$ cat src/rtl/gma_pkg.sv
// shared constants, types and command/status structs for the modularity accumulator
package gma_pkg;

   localparam int MAX_NODES = 1024;
   localparam int NODE_W    = $clog2(MAX_NODES);
   localparam int ACC_W     = 48;
   localparam int WEIGHT_W  = 24;
   localparam int RES_W     = 16;
   localparam int FRAC_BITS = 24;
   localparam int QUO_W     = FRAC_BITS + 1;
   localparam int SQ_W      = 2 * QUO_W;
   localparam int TERM_W    = SQ_W + RES_W - 36;
   localparam int SUM_W     = 40;
   localparam int OUT_W     = 32;
   localparam int STEP_W    = $clog2(FRAC_BITS + 1);

   localparam logic [RES_W-1:0] RES_RESET = RES_W'(4096);
   localparam logic [ACC_W-1:0] ACC_MAX   = {ACC_W{1'b1}};

   localparam logic [1:0] OP_LABEL  = 2'd0;
   localparam logic [1:0] OP_EDGE   = 2'd1;
   localparam logic [1:0] OP_FINISH = 2'd2;

   typedef struct packed {
      logic lbl_wr;     // write node label from the request ports
      logic lbl_rd;     // read both end labels, latch the weight
      logic edge_rd;    // read accumulators at the source community
      logic edge_upd;   // read-modify-write of the edge update
      logic walk_rd;    // read entry at counter and zero it
      logic clr_wr;     // zero entry at counter
      logic cnt_clr;
      logic cnt_inc;
      logic div_start;
      logic mul_sq;
      logic mul_res;
      logic sum_add;
      logic sum_clr;
      logic emit;
   } gma_cmd_type;

   typedef struct packed {
      logic total_zero;
      logic deg_zero;
      logic div_done;
      logic cnt_last;
   } gma_status_type;

   function automatic logic [ACC_W-1:0] sat_add(input logic [ACC_W-1:0] acc,
                                                input logic [WEIGHT_W-1:0] w);
      logic [ACC_W:0] s;
      s = {1'b0, acc} + {{(ACC_W + 1 - WEIGHT_W){1'b0}}, w};
      return s[ACC_W] ? ACC_MAX : s[ACC_W-1:0];
   endfunction

endpackage

$ cat src/rtl/gma_ctrl.sv
// sequencer for label writes, edge updates, clearing pass and the finish walk
module gma_ctrl (
   input  logic                    clock,
   input  logic                    reset,
   input  logic                    start,
   input  logic [1:0]              req_opcode,
   input  gma_pkg::gma_status_type status,
   output gma_pkg::gma_cmd_type    cmd,
   output logic                    busy
);

   localparam logic [3:0] S_CLEAR    = 4'd0;
   localparam logic [3:0] S_IDLE     = 4'd1;
   localparam logic [3:0] S_EDGE_RD  = 4'd2;
   localparam logic [3:0] S_EDGE_WR  = 4'd3;
   localparam logic [3:0] S_WALK_RD  = 4'd4;
   localparam logic [3:0] S_WALK_CHK = 4'd5;
   localparam logic [3:0] S_DIV      = 4'd6;
   localparam logic [3:0] S_MUL_SQ   = 4'd7;
   localparam logic [3:0] S_MUL_RES  = 4'd8;
   localparam logic [3:0] S_SUM      = 4'd9;
   localparam logic [3:0] S_FIN      = 4'd10;

   logic [3:0] state_ff, state_in;
   logic       accept;

   assign accept = start && (state_ff == S_IDLE);
   assign busy   = state_ff != S_IDLE;

   always_comb begin
      cmd      = '0;
      state_in = state_ff;
      case (state_ff)
         S_CLEAR: begin
            cmd.clr_wr  = 1'b1;
            cmd.cnt_inc = 1'b1;
            if (status.cnt_last) state_in = S_IDLE;
         end
         S_IDLE: begin
            if (accept) begin
               case (req_opcode)
                  gma_pkg::OP_LABEL: cmd.lbl_wr = 1'b1;
                  gma_pkg::OP_EDGE: begin
                     cmd.lbl_rd = 1'b1;
                     state_in   = S_EDGE_RD;
                  end
                  gma_pkg::OP_FINISH: begin
                     if (status.total_zero) begin
                        cmd.emit = 1'b1;
                     end else begin
                        cmd.sum_clr = 1'b1;
                        cmd.cnt_clr = 1'b1;
                        state_in    = S_WALK_RD;
                     end
                  end
                  default: ;
               endcase
            end
         end
         S_EDGE_RD: begin
            cmd.edge_rd = 1'b1;
            state_in    = S_EDGE_WR;
         end
         S_EDGE_WR: begin
            cmd.edge_upd = 1'b1;
            state_in     = S_IDLE;
         end
         S_WALK_RD: begin
            cmd.walk_rd = 1'b1;
            state_in    = S_WALK_CHK;
         end
         S_WALK_CHK: begin
            if (status.deg_zero) begin
               if (status.cnt_last) begin
                  state_in = S_FIN;
               end else begin
                  cmd.cnt_inc = 1'b1;
                  state_in    = S_WALK_RD;
               end
            end else begin
               cmd.div_start = 1'b1;
               state_in      = S_DIV;
            end
         end
         S_DIV: begin
            if (status.div_done) state_in = S_MUL_SQ;
         end
         S_MUL_SQ: begin
            cmd.mul_sq = 1'b1;
            state_in   = S_MUL_RES;
         end
         S_MUL_RES: begin
            cmd.mul_res = 1'b1;
            state_in    = S_SUM;
         end
         S_SUM: begin
            cmd.sum_add = 1'b1;
            if (status.cnt_last) begin
               state_in = S_FIN;
            end else begin
               cmd.cnt_inc = 1'b1;
               state_in    = S_WALK_RD;
            end
         end
         S_FIN: begin
            cmd.emit = 1'b1;
            state_in = S_IDLE;
         end
         default: state_in = S_IDLE;
      endcase
   end

   always_ff @(posedge clock) begin
      if (reset) begin
         state_ff <= S_CLEAR;
      end else begin
         state_ff <= state_in;
      end
   end

endmodule

$ cat config.mk
export PLATFORM = sky130hd
export DESIGN_NAME = gma_ctrl
export DESIGN_NICKNAME = d
export VERILOG_FILES = /design/src/rtl/gma_pkg.sv /design/src/rtl/gma_ctrl.sv
export SDC_FILE = /design/constraint.sdc
export NUM_CORES = 1
export LEC_CHECK = 0
export ABC_CLOCK_PERIOD_IN_PS = 2190
export BUFFER_PORTS_ARGS = -buffer_cell sky130_fd_sc_hd__buf_2
export CAP_MARGIN = 10
export CORE_AREA = 2 2 39 41
export DETAILED_ROUTE_END_ITERATION = 10
export DIE_AREA = 0 0 41 43
export PLACE_DENSITY = 0.72
export SLEW_MARGIN = 20
export SYNTH_ARGS = -nofsm -noshare
export SYNTH_HDL_FRONTEND = slang
export SYNTH_SLANG_ARGS = --single-unit
$ cat constraint.sdc
create_clock -name clock -period 2.19 [get_ports clock]
set_clock_uncertainty 0.1 [all_clocks]
set_input_delay 0.438 -clock clock [delete_from_list [all_inputs] [get_ports clock]]
set_output_delay 0.438 -clock clock [all_outputs]
set_load 0.05 [all_outputs]
* Yosys cells after proc, flatten, opt, wreduce, memory -nomap -nowiden
Cells that the tools add are included.
** Storage, ports and cells
- Bits of input ports :: 9
- Register bits :: 4
- Word-level logic and storage cells :: 56
** Operators by class
- Reduce and logical (&&, ||, !) cells :: 4
- Eq/ne operators :: 18
- Multiplexer cells :: 33
** Operator list (count)
- $pmux 4 s9 :: 1
- $mux 4 :: 6
- $mux 1 :: 19
- $eq 4x3->1 const B :: 4
- $eq 4x4->1 const B :: 3
- $eq 4x2->1 const B :: 2
- $mux 2 :: 4
- $pmux 4 s2 :: 1
- $ne 2x2->1 const B :: 3
- $reduce_and 5->1 :: 1
- $eq 4x1->1 const B :: 1
- $logic_not 4->1 :: 1
- $ne 4x1->1 const B :: 1
- $ne 3x1->1 const B :: 1
- $ne 3x3->1 const B :: 1
- $pmux 1 s3 :: 1
- $eq 2x1->1 const B :: 1
- $eq 2x2->1 const B :: 1
- $logic_not 2->1 :: 1
- $pmux 1 s2 :: 1
- $logic_and 1x1->1 :: 1

* Longest topological paths before layout
Gate-level depths: netlist of run 1.
- Depth in word-level cells :: 4
- Mapped depth :: 5
- Depth with buffers taken out :: 4

* Worst setup path after synthesis of run 1
OpenSTA, ideal clock, no wires.
- Path kind :: register to output
- Start :: reg state_ff[0]
- End :: out cmd[7] (netlist bit)
- Arrival time :: 2200 ps
- Path buffers :: 1
- Path slack :: -548 ps
- Data required time :: 1652 ps
- Cell stages (with the launch flop) :: 5
- Path through :: dfxtp_1 -> nor2b_1 -> nand3_1 -> nor3_1 -> buf_4
** RTL lines
- start: declaration :: line gma_ctrl.sv:24 : logic [3:0] state_ff, state_in;
- start signal: assignment :: line gma_ctrl.sv:117 : state_ff <= state_in;
- end: declaration :: line gma_ctrl.sv:8 : output gma_pkg::gma_cmd_type cmd,

==> impl_metrics.csv, run 1 <==
group,metric,value,unit
run_status,status,"completed",
logic_synthesis,synth_adder_area_share,0,%
worst_setup_path,worst-path-max-fanout,4,
timing,rsz0062_at_grt,"no",
logic_synthesis,muxShareOfSynthArea,2.17,%
place,dpl.hpwl,946,um
worst_setup_path,worst-path-stages,5,
worst_setup_path,r2r-start,"state_ff[2]",
worst_setup_path,required,1.65,ns
timing,final_hold_viol_count,0,
final_layout,layout_common_cells,"buf_2, nor2_1, nand2b_1, a21oi_1",
worst_setup_path,endpoint,"cmd[0]",
logic_synthesis,synth_seq_cells,4,
die,start_util,33.3,%
worst_setup_path,path_cells,"nor2_1 -> nand3_1 -> nor2_1 -> a32o_1 -> clkbuf_4",
logic_synthesis,avgSynthCellArea,6.77,sq um
logic_synthesis,yosys.area.top_type_share,17.4,%
final_layout,multi_input_area,387,sq um
route,routedWlPerCell,11.2,um
final_layout,syn2layout_area_growth,43.7,%
worst_setup_path,rr_endpoint,"state_ff[1]",
worst_setup_path,crit_top_cell,"nor2_1",
die,die_w,41,um
route,routed_wl,1220,um
run,drv_cap,0,
logic_synthesis,synth_xor_area_share,0,%
clock_network,path_clk_slew,0.04,ns
final_layout,seqCellArea,81.3,sq um
timing,max_slew_margin,81.6,%
die,rows,14,
die,die_y,43,um
final_layout,largest-register,"state_ff",
route,viasPerCell,5.20,
place,post_dp_cell_area,636,sq um
logic_synthesis,syn_nets,77,
logic_synthesis,synth_seq_area_share,17.4,%
die,ios,24,
route,drcViolationCount,0,
worst_setup_path,crit_slowest_cell,"dfxtp_1",
hold_path,hp-class,"in -> reg",
place,gp_congestion,0.820,
final_layout,largest_register_ffs,4,
global_routing,grt_pass1_vias,462,
route,drtAntennaViolNets,0,
clock_network,clk_path_buf_depth,2,
clock_network,clk_latency,0.23,ns
logic_synthesis,synth_area_leader_cell,"dfxtp_1",
final_layout,nNetsFinal,104,
worst_setup_path,end_kind,"output pin",
global_routing,overflow,0,
place,dpl_worst_slack,0.303,ns
timing,slew_violations,0,
timing,fin_crit,2.03,ns
logic_synthesis,syn_area,460,sq um
power,power.leakage,0.309,nW
clock_network,cts_root_buf,"clkbuf_4",
final_layout,fin_util,47.8,%
worst_setup_path,cp_slowest_stage_delay,0.30,ns
worst_setup_path,r2r_cells,5,
route,drt_pass1_iterations,4,
global_routing,antenna_found_initial,0,
timing,hold_ws,0.300,ns
timing,tns,0,ns
final_layout,final_common_cell,"buf_2",
clock_network,cts_tree,"yes",
global_routing,grt_max_degree,15,
power,power_density,732,mW/mm^2
die,die_area,0.00176,sq mm
final_layout,n_antenna_cell,0,
worst_setup_path,setup.worst_path.class,"reg -> out",
timing,fmax,493,MHz
clock_network,htree_levels,1,
timing,tightestPinTransition,0.276,ns
worst_setup_path,critPathArrivalTime,1.49,ns
worst_setup_path,path_buf_inv,1,
logic_synthesis,ys.warnings.count,0,
clock_network,cts_sinks,4,
route,dr_total_vias,567,
global_routing,grt_pass1_wl,1930,um
place,port_buffers,23,
logic_synthesis,yosys.cell_types.count,32,
power,peakVddDrop,345,uV
clock_network,post-cts-setup-buffers,0,
timing,timing.final.ws_setup,0.163,ns
global_routing,track_usage,15.9,%
worst_setup_path,critical_path.top_delay_family,"simple AND/OR/NAND/NOR gates",
logic_synthesis,yosys-top-cells-area,"dfxtp_1, nor3_1, nand2b_1",
final_layout,reg_top3,"state_ff x4",
worst_setup_path,crit_path_start_kind,"flop",
final_layout,fillers,150,
logic_synthesis,synth_top_family_by_area,"simple AND/OR/NAND/NOR gates",
final_layout,drive_gt1_share,44.1,%
worst_setup_path,crit_start,"state_ff[3]",
logic_synthesis,synthSimpleGateAreaFrac,48.4,%
logic_synthesis,syn_inst,68,
logic_synthesis,synth_compound_area_share,25.3,%
die,coreArea,0.00138,sq mm
clock_network,cts_made_buffers,3,
timing,setup_viol,0,
worst_setup_path,r2r_slack,0.69,ns
final_layout,finish.instance_area,662,sq um
timing,fin_crit_sh,92.5,%
route,drt-initial-drc-count,3,
[cells by family after synthesis]
| group | after synthesis |
|---|---|
| AO/OA/AOI/OAI | 17 |
| buffers and inverters | 6 |
| flip-flops | 4 |
| multiplexers | 1 |
| AND/OR/NAND/NOR | 40 |
[layout make-up]
cell class / count / share of cell area (%)
clock buffers: 3 / 3.40
inverters: 1 / 0.567
multi-input cells: 58 / 58.4
flip-flops and latches: 4 / 12.3
well taps: 16 / 3.02
repair buffers: 27 / 22.3
[through the flow]
| stage | std cells | power, W |
|---|---|---|
| global route | 109 | 0.000520 |
| global placement | 106 | 0.000392 |
| detailed placement | 106 | 0.000396 |
| finish | 109 | 0.000484 |
| CTS | 109 | 0.000490 |
| floorplan | 68 | 0.000327 |
[timing repair]
action | CTS | global route
hold buffers | 0 | 0
endpoints found under the setup margin | 0 | 2
endpoints found under the hold margin | 0 | 0
resized for setup | 0 | 2
[power breakdown]
group / internal (W) / switching [W]
combinational: 0.0000930 / 0.000206
clock: 0.0000611 / 0.0000275
sequential: 0.0000841 / 0.0000130
[layer usage]
metal / part of all wire, % / global-route usage [%] / vias up
met3: 4.3 / 3.14 / 0
met4: 0 / 8.00 / 0
met5: 0 / 0 / -
met1: 45 / 20.3 / 252
met2: 51 / 24.1 / 17
li1: - / - / 298
[Yosys cell counts, drive strengths merged]
cell type / number
a32o: 1
nor2b: 3
dfxtp: 4
nor4: 2
and3: 1
nand3b: 1
nor3b: 2
nand2: 4
a31o: 1
nand3: 3
o21ai: 2
and2b: 2
and3b: 1
o31a: 1
a21oi: 5
inv: 1
a32oi: 1
nand2b: 5
mux2i: 1
buf: 5
o211ai: 1
nor2: 9
a22oi: 1
nor3: 7
a2bb2oi: 1
a31oi: 1
a21o: 2
[worst min-delay path by stage]
stage / startpoint / end / cells after the start
after floorplan: reset / state_ff[3] / 1
after global placement: reset / state_ff[3] / 2
after detailed placement: reset / state_ff[3] / 2
after CTS: reset / state_ff[3] / 2
after global routing: reset / state_ff[0] / 2
final: reset / state_ff[0] / 2
Note: power is estimated with default switching activity, not from simulation.
==> run 2: changes to the inputs <==
--- a/config.mk
+++ b/config.mk
@@ -12,6 +12,7 @@
 export DETAILED_ROUTE_END_ITERATION = 10
 export DIE_AREA = 0 0 41 43
 export PLACE_DENSITY = 0.72
+export REMOVE_ABC_BUFFERS = 1
 export SLEW_MARGIN = 20
 export SYNTH_ARGS = -nofsm -noshare
 export SYNTH_HDL_FRONTEND = slang
==> impl_metrics.csv, run 2 (synthesized netlist as in run 1, its figures left out) <==
group,metric,value,unit
clock_network,cts_tree,"yes",
worst_setup_path,setup.worst_path.class,"reg -> out",
timing,fin_crit_sh,91.5,%
timing,fmax,499,MHz
final_layout,layout_common_cells,"buf_2, nor2_1, nor3_1",
worst_setup_path,critPathArrivalTime,1.47,ns
worst_setup_path,required,1.65,ns
timing,max_slew_margin,83.3,%
power,power.leakage,0.293,nW
clock_network,clk_latency,0.24,ns
final_layout,syn2layout_area_growth,35.3,%
worst_setup_path,crit_path_start_kind,"flop",
final_layout,finish.instance_area,623,sq um
final_layout,nNetsFinal,103,
route,drcViolationCount,0,
worst_setup_path,path_cells,"nor2b_1 -> nand3_1 -> nor3_1 -> buf_4",
worst_setup_path,r2r_cells,5,
hold_path,hp-class,"in -> reg",
run,drv_cap,0,
final_layout,fin_util,45.0,%
final_layout,largest_register_ffs,4,
place,dpl.hpwl,913,um
hold_path,min_path_cells,2,
global_routing,antenna_found_initial,0,
die,die_y,43,um
timing,fin_crit,2.00,ns
die,coreArea,0.00138,sq mm
global_routing,grt_pass1_vias,432,
worst_setup_path,end_kind,"output pin",
run_status,status,"completed",
route,drtAntennaViolNets,0,
place,dpl_worst_slack,0.314,ns
route,routedWlPerCell,11.6,um
route,routed_wl,1250,um
clock_network,path_clk_slew,0.04,ns
place,gp_congestion,0.900,
clock_network,cts_sinks,4,
power,seq_power_share,21.9,%
worst_setup_path,crit_slowest_cell,"dfxtp_2",
route,drt-initial-drc-count,8,
final_layout,n_antenna_cell,0,
clock_network,htree_levels,1,
die,die_w,41,um
timing,setup_viol,0,
global_routing,overflow,0,
place,post_dp_cell_area,591,sq um
worst_setup_path,worst-path-max-fanout,8,
power,pwr-share-clk,19.4,%
global_routing,track_usage,13.8,%
power,p_sw,0.000243,W
die,ios,24,
clock_network,clk_path_buf_depth,2,
global_routing,grt_pass1_wl,1700,um
final_layout,fillers,162,
final_layout,drive_gt1_share,37.0,%
die,start_util,33.3,%
die,rows,14,
power,cellInternalPower,0.000233,W
timing,timing.final.ws_setup,0.186,ns
clock_network,post-cts-setup-buffers,0,
place,port_buffers,23,
clock_network,cts_root_buf,"clkbuf_4",
power,power_density,763,mW/mm^2
final_layout,reg_top3,"state_ff x4",
power,finalPower,0.000475,W
clock_network,hold_buffers,0,
final_layout,largest-register,"state_ff",
clock_network,post_cts_resized,0,
timing,slew_violations,0,
clock_network,cts_made_buffers,3,
route,dr_total_vias,570,
die,die_area,0.00176,sq mm
power,p_comb_share,58.7,%
power,peakVddDrop,470,uV
timing,tightestPinTransition,0.248,ns
timing,rsz0062_at_grt,"no",
timing,final_hold_viol_count,0,
final_layout,final_common_cell,"buf_2",
worst_setup_path,cp_slowest_stage_delay,0.39,ns
power,switching_share,51.0,%
route,viasPerCell,5.28,
global_routing,grt_max_degree,16,
route,drt_pass1_iterations,4,
==> run 2: cell types whose count changed in the layout (fill, tap and decap cells not counted), moves of 2 or more <==
cell    change
nor3_1      +4
nor3_2      -4
nor4_1      +2
buf_2       -2
nor4_2      -2
==> run 2: path summary, 6_finish.rpt <==
path | from | endpoint | slack, ns
worst max register to register | state_ff[1] | state_ff[0] | 0.84
worst max-delay path | state_ff[0] | cmd[1] | 0.19
worst min register to register | state_ff[0] | state_ff[3] | 0.44
worst min-delay path | reset | state_ff[3] | 0.29
==> run 2: worst max-delay path: cells and delay by family, from the launching register on <==
| family | cells | cell delay (ns) |
|---|---|---|
| buffers and inverters | 1 | 0.25 |
| DFF | 1 | 0.39 |
| and+or+nand+nor | 3 | 0.60 |
==> run 2: area by class of cell <==
type	count	area [sq um]	share of cell area, %
Multi-Input combinational cell	58	349	56.0
Timing Repair Buffer	26	145	23.3
Sequential cell	4	82.6	13.3
Clock buffer	3	22.5	3.61
Tap cell	16	20.0	3.21
Inverter	1	3.75	0.602
==> run 2: metal layers <==
metal  vias up  track usage [%]  share of wire [%]
li1        298                -                  -
met1       241             17.7                 44
met2        29             20.3                 45
met3         2             6.81                9.3
met4         0             2.67               0.64
met5         -                0                  0
==> run 2: power by group through the flow <==
stage               clock [W]  combinational [W]  sequential (W)
CTS                 0.0000949           0.000277        0.000102
global placement            0           0.000275        0.000103
floorplan                   0           0.000198        0.000110
global route         0.000101           0.000302        0.000106
detailed placement          0           0.000277        0.000103
finish              0.0000921           0.000279        0.000104
==> run 2: stage by stage <==
stage	hold slack, ns	cells	setup TNS (ns)
after floorplan	0.407	63	-4.04
after global placement	0.485	105	0
after detailed placement	0.486	105	0
after CTS	0.287	108	0
after global routing	0.290	108	0
final	0.287	108	0
